$ cat src/cil_pkg.sv
// ----------------------------------------------------------------------------
// cil_pkg
// shared types, codes and defaults for the compacting indexed list
// ----------------------------------------------------------------------------
package cil_pkg;

    localparam int LIST_DEPTH = 16;
    localparam int WORD_WIDTH = 32;

    localparam int CMD_W   = 3;
    localparam int INDEX_W = 4;
    localparam int VALUE_W = 32;
    localparam int COUNT_W = 5;

    localparam logic [CMD_W-1:0] CMD_APPEND = 3'd0;
    localparam logic [CMD_W-1:0] CMD_READ   = 3'd1;
    localparam logic [CMD_W-1:0] CMD_WRITE  = 3'd2;
    localparam logic [CMD_W-1:0] CMD_REMOVE = 3'd3;
    localparam logic [CMD_W-1:0] CMD_CLEAR  = 3'd4;

    typedef struct packed {
        logic [CMD_W-1:0]   command;
        logic [INDEX_W-1:0] entry_index;
        logic [VALUE_W-1:0] entry_value;
    } req_t;

    typedef struct packed {
        logic               success;
        logic [VALUE_W-1:0] read_word;
        logic [COUNT_W-1:0] item_count;
    } rsp_t;

    typedef struct packed {
        logic load_tail;
        logic write_en;
        logic shift_en;
    } cell_ctrl_t;

endpackage

$ cat src/cil_cell.sv
// ----------------------------------------------------------------------------
// cil_cell
// one list slot: loads on append or write, takes its upper neighbor on remove
// ----------------------------------------------------------------------------
module cil_cell #(
    parameter int LIST_DEPTH = cil_pkg::LIST_DEPTH,
    parameter int WORD_WIDTH = cil_pkg::WORD_WIDTH,
    parameter int POS        = 0
) (
    input  logic                                     clk,
    input  cil_pkg::cell_ctrl_t                      ctrl,
    input  logic [cil_pkg::INDEX_W-1:0]              index,
    input  logic [$clog2(LIST_DEPTH+1)-1:0]          count,
    input  logic [WORD_WIDTH-1:0]                    value,
    input  logic [WORD_WIDTH-1:0]                    upper_word,
    output logic [WORD_WIDTH-1:0]                    word,
    output logic [WORD_WIDTH-1:0]                    hit_word
);

    localparam int CNT_W = $clog2(LIST_DEPTH + 1);
    localparam int CMP_W = (CNT_W > cil_pkg::INDEX_W) ? CNT_W : cil_pkg::INDEX_W;

    logic [WORD_WIDTH-1:0] word_reg;
    logic [WORD_WIDTH-1:0] word_next;
    logic                  at_tail;
    logic                  at_index;
    logic                  past_index;

    assign at_tail    = (count == CNT_W'(POS));
    assign at_index   = (CMP_W'(index) == CMP_W'(POS));
    assign past_index = (CMP_W'(index) <= CMP_W'(POS));

    always_comb
    begin
        word_next = word_reg;
        if (ctrl.load_tail && at_tail)
        begin
            word_next = value;
        end
        else if (ctrl.write_en && at_index)
        begin
            word_next = value;
        end
        else if (ctrl.shift_en && past_index)
        begin
            word_next = upper_word;
        end
    end

    always_ff @(posedge clk)
    begin
        word_reg <= word_next;
    end

    assign word     = word_reg;
    assign hit_word = at_index ? word_reg : '0;

endmodule

$ cat src/compacting_indexed_list.sv
// ----------------------------------------------------------------------------
// compacting_indexed_list_core
// bounded ordered word list built as a row of slot cells
// ----------------------------------------------------------------------------
// the result beat is registered and shows in the cycle after the request beat is taken
// throughput: one request per cycle; a remove shifts the cells from the index up at once
// busy stays low, so a request may be given in every cycle
// the receiver cannot stall; done is high for exactly one cycle per request
// reset clears the count and the result strobe; slot contents are not reset
module compacting_indexed_list_core #(
    parameter int LIST_DEPTH = cil_pkg::LIST_DEPTH,
    parameter int WORD_WIDTH = cil_pkg::WORD_WIDTH
) (
    input  logic          clk,
    input  logic          rst_n,
    input  logic          start,
    output logic          busy,
    input  cil_pkg::req_t request,
    output logic          done,
    output cil_pkg::rsp_t result
);

    localparam int CNT_W = $clog2(LIST_DEPTH + 1);
    localparam int CMP_W = (CNT_W > cil_pkg::INDEX_W) ? CNT_W : cil_pkg::INDEX_W;

    logic [CNT_W-1:0]      count_reg;
    logic [CNT_W-1:0]      count_next;
    logic                  done_reg;
    cil_pkg::rsp_t         result_reg;
    cil_pkg::rsp_t         result_next;
    cil_pkg::cell_ctrl_t   ctrl;
    logic                  accept;
    logic                  in_range;
    logic                  full;
    logic                  ok;
    logic [WORD_WIDTH-1:0] value;
    logic [WORD_WIDTH-1:0] sel_word;
    logic [WORD_WIDTH-1:0] words [LIST_DEPTH];
    logic [WORD_WIDTH-1:0] hits  [LIST_DEPTH];

    assign busy     = 1'b0;
    assign accept   = start && !busy;
    assign value    = WORD_WIDTH'(request.entry_value);
    assign in_range = (CMP_W'(request.entry_index) < CMP_W'(count_reg));
    assign full     = (count_reg == CNT_W'(LIST_DEPTH));

    always_comb
    begin
        ctrl.load_tail = accept && (request.command == cil_pkg::CMD_APPEND) && !full;
        ctrl.write_en  = accept && (request.command == cil_pkg::CMD_WRITE) && in_range;
        ctrl.shift_en  = accept && (request.command == cil_pkg::CMD_REMOVE) && in_range;
    end

    genvar gi;
    generate
        for (gi = 0; gi < LIST_DEPTH; gi++)
        begin : g_cell
            logic [WORD_WIDTH-1:0] upper;
            if (gi == LIST_DEPTH - 1)
            begin : g_last
                assign upper = words[gi];
            end
            else
            begin : g_mid
                assign upper = words[gi+1];
            end

            cil_cell #(
                .LIST_DEPTH (LIST_DEPTH),
                .WORD_WIDTH (WORD_WIDTH),
                .POS        (gi)
            ) u_cell (
                .clk        (clk),
                .ctrl       (ctrl),
                .index      (request.entry_index),
                .count      (count_reg),
                .value      (value),
                .upper_word (upper),
                .word       (words[gi]),
                .hit_word   (hits[gi])
            );
        end
    endgenerate

    always_comb
    begin
        sel_word = '0;
        for (int i = 0; i < LIST_DEPTH; i++)
        begin
            sel_word = sel_word | hits[i];
        end
    end

    always_comb
    begin
        count_next = count_reg;
        ok         = 1'b0;
        result_next.read_word = '0;
        case (request.command)
            cil_pkg::CMD_APPEND:
            begin
                ok = !full;
                if (!full)
                begin
                    count_next = count_reg + CNT_W'(1);
                end
            end
            cil_pkg::CMD_READ:
            begin
                ok = in_range;
                if (in_range)
                begin
                    result_next.read_word = cil_pkg::VALUE_W'(sel_word);
                end
            end
            cil_pkg::CMD_WRITE:
            begin
                ok = in_range;
            end
            cil_pkg::CMD_REMOVE:
            begin
                ok = in_range;
                if (in_range)
                begin
                    result_next.read_word = cil_pkg::VALUE_W'(sel_word);
                    count_next = count_reg - CNT_W'(1);
                end
            end
            cil_pkg::CMD_CLEAR:
            begin
                ok         = 1'b1;
                count_next = '0;
            end
            default:
            begin
                ok = 1'b0;
            end
        endcase
        result_next.success    = ok;
        result_next.item_count = cil_pkg::COUNT_W'(count_next);
    end

    always_ff @(posedge clk or negedge rst_n)
    begin
        if (!rst_n)
        begin
            count_reg <= '0;
            done_reg  <= 1'b0;
        end
        else
        begin
            done_reg <= accept;
            if (accept)
            begin
                count_reg <= count_next;
            end
        end
    end

    always_ff @(posedge clk)
    begin
        if (accept)
        begin
            result_reg <= result_next;
        end
    end

    assign done   = done_reg;
    assign result = result_reg;

endmodule

$ cat config.mk
export PLATFORM = sky130hd
export DESIGN_NAME = compacting_indexed_list_core
export DESIGN_NICKNAME = d
export VERILOG_FILES = /design/src/cil_pkg.sv /design/src/cil_cell.sv /design/src/compacting_indexed_list.sv
export SDC_FILE = /design/constraint.sdc
export NUM_CORES = 1
export LEC_CHECK = 0
export ABC_AREA = 0
export BUFFER_PORTS_ARGS = -buffer_cell sky130_fd_sc_hd__buf_2
export CORE_ASPECT_RATIO = 0.5
export CORE_MARGIN = 2
export CORE_UTILIZATION = 25
export DETAILED_ROUTE_END_ITERATION = 16
export SLEW_MARGIN = 10
export SYNTH_ARGS = -nofsm -noshare
export SYNTH_HDL_FRONTEND = slang
export SYNTH_HIERARCHICAL = 1
export SYNTH_SLANG_ARGS = --single-unit
$ cat constraint.sdc
create_clock -name clk -period 18.2 [get_ports clk]
set_input_delay 0.91 -clock clk [delete_from_list [all_inputs] [get_ports clk]]
set_output_delay 0.91 -clock clk [all_outputs]
set_load 0.1 [all_outputs]
==> results of run 1 <==
==> power by group through the flow <==
stage               registers (uW)  clock network, uW  logic (uW)
finish                        1510               1220         415
detailed placement            1530                  0         413
global route                  1510               1290         437
floorplan                     1610                  0         208
global placement              1530                  0         408
CTS                           1500               1250         414
==> metal layers <==
| layer | vias to the layer above | share of wire [%] | GRT usage (%) |
|---|---|---|---|
| li1 | 8022 | - | - |
| met1 | 8885 | 43 | 15.94 |
| met2 | 455 | 50 | 21.88 |
| met3 | 115 | 5.0 | 2.131 |
| met4 | 0 | 2.8 | 3.830 |
| met5 | - | 0 | 0 |
==> worst register-to-register path, delay by kind of cell, from the launching register on <==
family | cells | cell delay [ns]
AO/OA/AOI/OAI | 3 | 1.28
AND/OR/NAND/NOR | 2 | 1.09
flip-flops | 1 | 0.90
buffers and inverters | 2 | 0.69
adder cells (fa/ha/maj) | 1 | 0.36
==> per-stage QoR <==
stage	instances	setup slack (ns)
3_5_place_dp	3695	13.10
4_1_cts	3809	13.45
5_1_grt	3811	13.19
2_1_floorplan	2084	9.801
3_3_place_gp	3695	13.11
6_report	3813	13.46
==> worst max-delay path by stage <==
stage | to | slack [ns]
after floorplan | g_cell[8].u_cell/word[0] | 9.80
final | g_cell[15].u_cell/word[15] | 13.46
after CTS | g_cell[15].u_cell/word[2] | 13.45
after detailed placement | g_cell[15].u_cell/word[1] | 13.10
after global routing | g_cell[15].u_cell/word[2] | 13.19
after global placement | g_cell[15].u_cell/word[1] | 13.11
==> area by class of cell <==
cell class | count | area, sq um | share of cell area, %
clock buffer | 81 | 1772 | 5.195
tap | 1610 | 2014 | 5.907
clock inverter | 33 | 181.4 | 0.5320
multi-input combinational | 1402 | 12750 | 37.40
antenna | 4 | 10.01 | 0.02935
timing repair buffer | 114 | 655.6 | 1.923
inverter | 13 | 48.80 | 0.1431
sequential | 556 | 16670 | 48.87
==> cells by family after synthesis <==
kind of cell | count (synthesis) | share of synthesized area [%]
AO/OA/AOI/OAI | 71 | 2.581
XOR/XNOR | 1 | 0.02896
adder cells (fa/ha/maj) | 5 | 0.2068
buffers and inverters | 126 | 3.007
flip-flops | 556 | 55.10
multiplexers | 514 | 21.63
other | 1 | 0.01240
AND/OR/NAND/NOR | 810 | 17.43
==> Yosys cell counts (9+ instances only) <==
| master | n | share of area, % |
|---|---|---|
| edfxtp_1 | 550 | 55 |
| and2_2 | 13 | 0.32 |
| inv_1 | 13 | 0.16 |
| a32oi_4 | 9 | 0.82 |
| nor2_1 | 43 | 0.53 |
| buf_6 | 50 | 1.9 |
| clkbuf_1 | 54 | 0.67 |
| nand2_1 | 23 | 0.29 |
| and4_1 | 32 | 0.93 |
| nor4_1 | 131 | 2.7 |
| mux2_4 | 202 | 10 |
| mux2_2 | 290 | 11 |
| and2_1 | 500 | 10 |
| o21ai_0 | 16 | 0.26 |
| mux2_1 | 20 | 0.74 |
| and4bb_2 | 12 | 0.50 |
==> reports/results.ini, run 1 <==
[power_and_ir_drop]
power_density_nw_per_um2=92.15
p_comb_share_pct=13.2
ir_drop_mv=0.05491
p_sw_uw=838.5
finalPower_uw=3142
p_int_uw=2304
power.share.sequential_pct=47.9
leakage_uw=0.01238
switching_share_pct=26.69
power.share.clock_pct=38.9

[synth]
synth-async-reset-ratio_pct=1.079
yosysWarningCount=6
yosysSeqAreaShare_pct=55.10
syn-num-nets=2131
synth_edf_count=550
avgSynthCellArea_sq_um=14.51
synth_cell_type_count=71
syn_area_sq_um=30250
ys_ff_latch=556
syn_inst=2084
synth_ff_type=edfxtp_1

[global_route]
grt_pass1_vias=17740
grt_start_max_net_pins=36
track_usage_pct=12.61
grt_overflow_total=0
antenna_found_initial=6
grt_pass1_wl_microns=118000

[clocking]
numCtsBuffers=66
cts-root-buf=clkbuf_16
postCtsSetupRepairBufs=0
ctsLongestPathBuffers=3
cts_resized=0
cts_tree=done
clk_pin_slew_ns=0.05
cts_hold_buf=0
ctsHtreeMaxLevel=3
cts_sinks=556
clk_latency_ns=0.60

[worst_setup_path]
crit_fanout=33
critPathKind=reg -> reg
worstReg2RegStart=count_reg[3]
r2r_end=g_cell[15].u_cell/word[15]
r2r_cells=8
crit_chain=inv_1 -> ha_1 -> o21ba_2 -> a22o_1 -> nor4_2 -> buf_4 -> a32o_4 -> or2_2
path_buf_inv=2
critical-path-top-delay-family=compound AO/OA/AOI/OAI gates
critPathRequiredTime_ns=18.41
crit_cells=8
worstPathArrival_ns=4.95
crit_slowest_cell=dfrtp_1
r2r_setup_slack_ns=13.46
cp_slowest_stage_delay_ns=0.90
endpoint_kind=register
critPathLaunchType=register
startpoint=count_reg[3]

[final_layout]
fin_nets=2200
final_area_sq_um=34100
final_cell_mix=edfxtp_1, and2_1, mux2_2
n_fill_cell=12170
final_common_cell=edfxtp_1
largest_reg_flops=512
area_growth_pct=12.74
final_util_pct=28.36
drive_gt1_share_pct=35.29

[timing]
drv_slew=0
hold_violations=0
tns_ns=0
finalCritPeriodShare_pct=26.06
worst_slew_pin_slew_ns=1.212
slew_headroom_pct=19.17
rsz0062_at_grt=no
finalClockSkew_ns=0.02633
setup_viol=0
holdWs_ns=0.1432
fmax_mhz=210.9
min_period_ns=4.743

[hold_path]
worst_hold_path_type=in -> async

[drt]
postRouteAntennaNets=0
drtIter0Drc=1289
drtPass1Iterations=5
drt_drc_violations_left=0
vias=17480
wire_per_inst_microns=20.99
vias_per_cell=4.584
wl_microns=80050

[placement]
gp_congestion=0.7873
placed_cell_area_sq_um=32140
hpwl_microns=47040
portBuffers=80

[floorplan]
pin_count=82
die_area_sq_um=124000
core_area_sq_um=120300
start_util_pct=25.15
die_y_microns=250.0
rows=90
die_w_microns=495.9

[flow_run]
maxCapViolations=0

[outcome]
outcome=finished, final reports clean

Note: power is estimated with default switching activity, not from simulation.
==> inputs of run 2 (changes only) <==
Clock period 18.2 ns to 4 ns, I/O delays scaled along.
==> run 2 against run 1 <==
Worst hold slack worse by 0.093 ns. Utilization is 0.47 points higher. Critical path depth is 1 higher. Sequential power grew to 4.5 times the previous value. Non-clock buffer count is 30 higher. Critical path type unchanged. Largest power group unchanged. Combinational power grew to 5.0 times the previous value. Worst setup slack worse by 13 ns. First-iteration DRC count is 21% higher. Register-to-register slack worse by 13 ns.
==> reports/results.ini, run 2 (synthesis gave the netlist of run 1 again) <==
[clocking]
clk_pin_slew_ns=0.06  ; about the same
ctsLongestPathBuffers=3  ; unchanged
numCtsBuffers=61  ; -7.6%
ctsHtreeMaxLevel=2  ; -1
cts_sinks=556  ; unchanged
cts_tree=done
clk_latency_ns=0.65  ; +0.05 ns
cts_resized=0  ; unchanged
cts-root-buf=clkbuf_16

[worst_setup_path]
r2r_cells=9  ; +1
path_buf_inv=3  ; +1
crit_slowest_cell=a32oi_4
cp_slowest_stage_delay_ns=0.88  ; -0.02 ns
crit_fanout=23  ; -30%
critical-path-top-delay-family=compound AO/OA/AOI/OAI gates
critPathRequiredTime_ns=4.37  ; -14.04 ns
crit_chain=buf_4 -> nand4bb_1 -> nand2_1 -> nor2_1 -> buf_4 -> and4bb_2 -> a32oi_4 -> buf_4 -> mux2_2
r2r_setup_slack_ns=0.44  ; -13.02 ns
critPathKind=reg -> reg
worstPathArrival_ns=3.94  ; -1.01 ns
endpoint_kind=register
crit_cells=9  ; +1
critPathLaunchType=register
cp_common_cell=buf_4

[floorplan]
die_area_sq_um=124000  ; unchanged
rows=90  ; unchanged
pin_count=82  ; unchanged
die_y_microns=250.0  ; unchanged
core_area_sq_um=120300  ; unchanged
die_w_microns=495.9  ; unchanged
start_util_pct=25.15  ; unchanged

[final_layout]
stdcell_count=3845  ; +0.84%
drive_gt1_share_pct=36.42  ; +1.1 points
final_cell_mix=edfxtp_1, and2_1, mux2_2
largest_reg_flops=512  ; unchanged
fin_nets=2225  ; +1.1%
final_area_sq_um=34670  ; +1.7%
area_growth_pct=14.61
final_common_cell=edfxtp_1

[power_and_ir_drop]
p_sw_uw=3936  ; +370%
p_int_uw=10400  ; +350%
switching_share_pct=27.45  ; +0.77 points
ir_drop_mv=0.3344  ; +510%
power.share.clock_pct=38.1  ; -0.8 points
power.share.sequential_pct=47.5  ; -0.4 points
p_comb_share_pct=14.4  ; +1.2 points
power_density_nw_per_um2=413.6  ; +350%
leakage_uw=0.01264  ; +2.1%

[global_route]
grt_start_max_net_pins=34  ; -5.6%
grt_pass1_vias=18390  ; +3.6%
track_usage_pct=13.83  ; +1.2 points
grt_overflow_total=0  ; unchanged
antenna_found_initial=11  ; +5
grt_pass1_wl_microns=128800  ; +9.2%

[timing]
fmax_mhz=280.6  ; +33%
min_period_ns=3.563  ; -1.179 ns
finalCritPeriodShare_pct=89.08  ; +63 points
drv_slew=0  ; unchanged
hold_violations=0  ; unchanged
finalClockSkew_ns=0.03054  ; +0.004207 ns
setup_viol=0  ; unchanged
slew_headroom_pct=17.76  ; -1.4 points
worst_slew_pin_slew_ns=1.234  ; +0.02115 ns
rsz0062_at_grt=no

[hold_path]
hold_depth=2
worst_hold_path_type=in -> reg

[placement]
portBuffers=80  ; unchanged
dp.cells=3723  ; +0.76%
placed_cell_area_sq_um=32750  ; +1.9%
gp_congestion=0.8221  ; +4.4%
hpwl_microns=53020  ; +13%

[flow_run]
maxCapViolations=0  ; unchanged

[outcome]
outcome=finished, final reports clean

[drt]
drtPass1Iterations=8  ; +3
drtIter0Drc=1566  ; +21%
postRouteAntennaNets=0  ; unchanged
wire_per_inst_microns=23.01  ; +9.6%
drt_drc_violations_left=0  ; unchanged
vias_per_cell=4.730  ; +3.2%
wl_microns=88460  ; +10%
vias=18190  ; +4.1%

[run 2: cell count changes in the layout (fill, tap and decap cells not counted), moves of 4 or more]
| cell | delta |
|---|---|
| clkbuf_16 | -8 |
| clkinv_2 | -6 |
| buf_12 | +14 |
| clkbuf_1 | +6 |
| a21o_2 | -4 |
| diode_2 | +4 |
| a21o_4 | +4 |
| nand2_8 | +7 |
| buf_4 | +14 |
| nand2_2 | -8 |
| mux2_4 | +13 |
| mux2_1 | -10 |
[run 2: through the flow]
| stage | hold WS (ns) | TNS (ns) | power (uW) | utilization, % | setup slack (ns) |
|---|---|---|---|---|---|
| after floorplan | -0.09559 | -59.85 | 8310 | - | -0.3601 |
| after global placement | 0.04596 | 0 | 8950 | 27.23 | 0.5535 |
| after detailed placement | 0.05103 | 0 | 8978 | 27.23 | 0.5010 |
| after CTS | 0.008333 | 0 | 14440 | 28.81 | 0.4522 |
| after global routing | 0.04025 | 0 | 14790 | 28.82 | 0.3643 |
| final | 0.05016 | 0 | 14340 | 28.83 | 0.4367 |
[run 2: path summary, 6_finish.rpt]
check	start	endpoint
max	count_reg[3]	g_cell[7].u_cell/word[8]
min	start	done
max reg2reg	count_reg[3]	g_cell[7].u_cell/word[8]
min reg2reg	g_cell[2].u_cell/word[31]	g_cell[1].u_cell/word[31]
max in group asynchronous	rst_n	count_reg[1]
min in group asynchronous	rst_n	count_reg[3]
[run 2: cell type report]
| type | count | area, sq um |
|---|---|---|
| fill | 12150 | 85600 |
| sequential | 556 | 16670 |
| multi-input combinational | 1402 | 12970 |
| tap | 1610 | 2014 |
| clock buffer | 79 | 1594 |
| timing repair buffer | 144 | 1061 |
| clock inverter | 33 | 281.5 |
| inverter | 13 | 51.30 |
| antenna | 8 | 20.02 |
[run 2: metal layers]
metal	part of all wire, %	up-vias	track usage [%]
li1	-	8062	-
met1	45	9385	19.06
met2	47	624	22.61
met3	5.7	116	1.593
met4	2.6	0	4.333
met5	0	-	0
[run 2: power groups by stage]
stage / registers (uW) / clock network, uW / logic [uW]
6_report: 6810 / 5470 / 2060
5_1_grt: 6830 / 5790 / 2160
4_1_cts: 6810 / 5580 / 2060
3_5_place_dp: 6930 / 0 / 2050
3_3_place_gp: 6920 / 0 / 2030
2_1_floorplan: 7310 / 0 / 995
[run 2: timing repair]
item | in CTS | in global routing
setup buffers | 0 | 0
endpoints found under the hold margin | 6 | 0
hold buffers | 2 | 0
==> inputs of run 3 (changes only) <==
--- a/config.mk
+++ b/config.mk
@@ -11,4 +11,5 @@
 export CORE_MARGIN = 2
-export CORE_UTILIZATION = 25
+export CORE_UTILIZATION = 55
 export DETAILED_ROUTE_END_ITERATION = 16
+export PLACE_DENSITY = 0.74
 export SLEW_MARGIN = 10
==> constraint.sdc (replaced) <==
create_clock -name clk -period 4 [get_ports clk]
set_input_delay 0.4 -clock clk [delete_from_list [all_inputs] [get_ports clk]]
set_output_delay 0.4 -clock clk [all_outputs]
set_load 0.1 [all_outputs]
==> run 3 against run 2 <==
Non-clock buffer count is 4 lower. Clock skew shrank 0.0071 ns. Register-to-register slack got worse by 0.02 ns. Global-route usage rose by 14 points. Utilization up 33 points. Sequential share of layout area grew 2.2 points. Via count rose by 1.3%. Clock-buffer cell count decreased by 16.
==> reports/results.ini, run 3 (synthesis gave the netlist of run 1 again) <==
[outcome]
outcome=finished, final reports clean

[final_layout]
fin_nets=2211  ; -0.63%
area_growth_pct=9.680
antenna_cells=0  ; -8
n_fill_cell=4098  ; -66%
final_util_pct=61.38  ; +33 points
final_area_sq_um=33180  ; -4.3%
final_common_cell=edfxtp_1
final_cell_mix=edfxtp_1, and2_1, mux2_2
largest_reg_flops=512  ; unchanged
drive_gt1_share_pct=36.24  ; -0.18 points

[timing]
min_period_ns=3.588  ; +0.02444 ns
worst_slew_pin_slew_ns=1.253  ; +0.01966 ns
tns_ns=0  ; unchanged
finalClockSkew_ns=0.02342  ; -0.007122 ns
setup_ws_ns=0.4123  ; -0.02444 ns
hold_violations=0  ; unchanged
drv_slew=0  ; unchanged
setup_viol=0  ; unchanged
finalCritPeriodShare_pct=89.69  ; +0.61 points
rsz0062_at_grt=no
fmax_mhz=278.7  ; -0.68%
slew_headroom_pct=16.45  ; -1.3 points

[floorplan]
core_area_sq_um=54050  ; -55%
pin_count=82  ; unchanged
die_area_sq_um=57000  ; -54%
die_w_microns=335.7  ; -32%
start_util_pct=55.96  ; +31 points
rows=60  ; -33%
die_y_microns=169.8  ; -32%

[clocking]
numCtsBuffers=51  ; -16%
ctsLongestPathBuffers=3  ; unchanged
clk_latency_ns=0.60  ; -0.05 ns
ctsHtreeMaxLevel=2  ; unchanged
cts_resized=0  ; unchanged
cts_tree=done
clk_pin_slew_ns=0.07  ; about the same
cts-root-buf=clkbuf_16
cts_sinks=556  ; unchanged

[drt]
vias=18420  ; +1.3%
drtIter0Drc=2158  ; +38%
drt_drc_violations_left=0  ; unchanged
postRouteAntennaNets=0  ; unchanged
wire_per_inst_microns=27.34  ; +19%
drtPass1Iterations=7  ; -1
vias_per_cell=6.313  ; +33%
wl_microns=79770  ; -9.8%

[worst_setup_path]
worstPathArrival_ns=3.93  ; about the same
endpoint_kind=register
critPathLaunchType=register
crit_fanout=19  ; -17%
critPathRequiredTime_ns=4.34  ; -0.03 ns
critPathKind=reg -> reg

[hold_path]
worst_hold_path_type=in -> async

[placement]
placed_cell_area_sq_um=31540  ; -3.7%
portBuffers=80  ; unchanged
place_ws_ns=0.4018  ; -0.09918 ns
hpwl_microns=45950  ; -13%
gp_congestion=0.8473  ; +3.1%

[power_and_ir_drop]
power_density_nw_per_um2=413.0  ; -0.15%
leakage_uw=0.01246  ; -1.4%
ir_drop_mv=0.2989  ; -11%

[global_route]
grt_overflow_total=0  ; unchanged
grt_start_max_net_pins=34  ; unchanged
antenna_found_initial=3  ; -8
grt_pass1_wl_microns=116300  ; -9.7%
track_usage_pct=27.68  ; +14 points
grt_pass1_vias=17650  ; -4.0%

[flow_run]
maxCapViolations=0  ; unchanged

run 3: cell types whose count changed in the layout (fill, tap and decap cells not counted), moves of 2 or more:
cell	change
buf_12	-5
clkinv_4	-2
buf_4	+2
diode_2	-8
inv_16	-2
clkbuf_1	-7
clkbuf_16	-9
clkinv_1	-2
run 3: power breakdown:
group | leakage (uW) | internal (uW) | switching (uW) | total (uW)
clock network | 0.000791 | 2700 | 2200 | 4900
logic | 0.00658 | 649 | 1360 | 2010
registers | 0.00508 | 6680 | 110 | 6790
total | 0.0125 | 10000 | 3670 | 13700
run 3: per-stage QoR:
step                hold slack [ns]  instances  total power [uW]
floorplan                    0.1044       2084              8310
global placement             0.2379       2823              8850
detailed placement           0.2410       2823              8890
CTS                          0.1519       2918             13750
global route                 0.1774       2918             14110
finish                       0.1700       2918             13700
run 3: path summary, 6_finish.rpt:
check | slack (ns) | endpoint | cells after the start | from
worst max-delay path | 0.41 | g_cell[5].u_cell/word[0] | 9 | count_reg[2]
max in group asynchronous | 3.64 | count_reg[3] | 2 | rst_n
worst min register to register | 0.56 | g_cell[13].u_cell/word[1] | 1 | g_cell[14].u_cell/word[1]
worst max register to register | 0.41 | g_cell[5].u_cell/word[0] | 9 | count_reg[2]
min in group clk | 0.33 | g_cell[13].u_cell/word[14] | 2 | request[14]
worst min-delay path | 0.17 | count_reg[0] | 2 | rst_n
run 3: cell type report:
| type | instances | area (sq um) | share of cell area (%) |
|---|---|---|---|
| repair buffers | 140 | 965.9 | 2.912 |
| clock inverters | 31 | 279.0 | 0.8410 |
| clock buffers | 63 | 1343 | 4.047 |
| multi-input cells | 1402 | 12970 | 39.11 |
| well taps | 713 | 892.1 | 2.689 |
| flip-flops and latches | 556 | 16670 | 50.25 |
| inverters | 13 | 51.30 | 0.1546 |
run 3: per-layer routing:
| metal | routed length, microns | track usage [%] | up-vias |
|---|---|---|---|
| met5 | 0 | 0 | - |
| met4 | 1127 | 4.913 | 0 |
| met3 | 8274 | 5.811 | 78 |
| met2 | 33770 | 39.99 | 893 |
| li1 | - | - | 8014 |
| met1 | 36600 | 43.21 | 9437 |
run 3: worst max-delay path: stages (launching register included):
cell and delay [ns]:
dfrtp_2 0.52, inv_4 0.08, ha_4 0.27, a211o_1 0.23
a22o_4 0.21, nor4_4 0.05, buf_12 0.17, a32oi_4 0.95
buf_4 0.46, mux2_2 0.38
run 3: repair_timing:
action / 4_1_cts / 5_1_grt
hold buffers: 1 / 0
endpoints found under the hold margin: 6 / 0
buffers inserted: 0 / 0
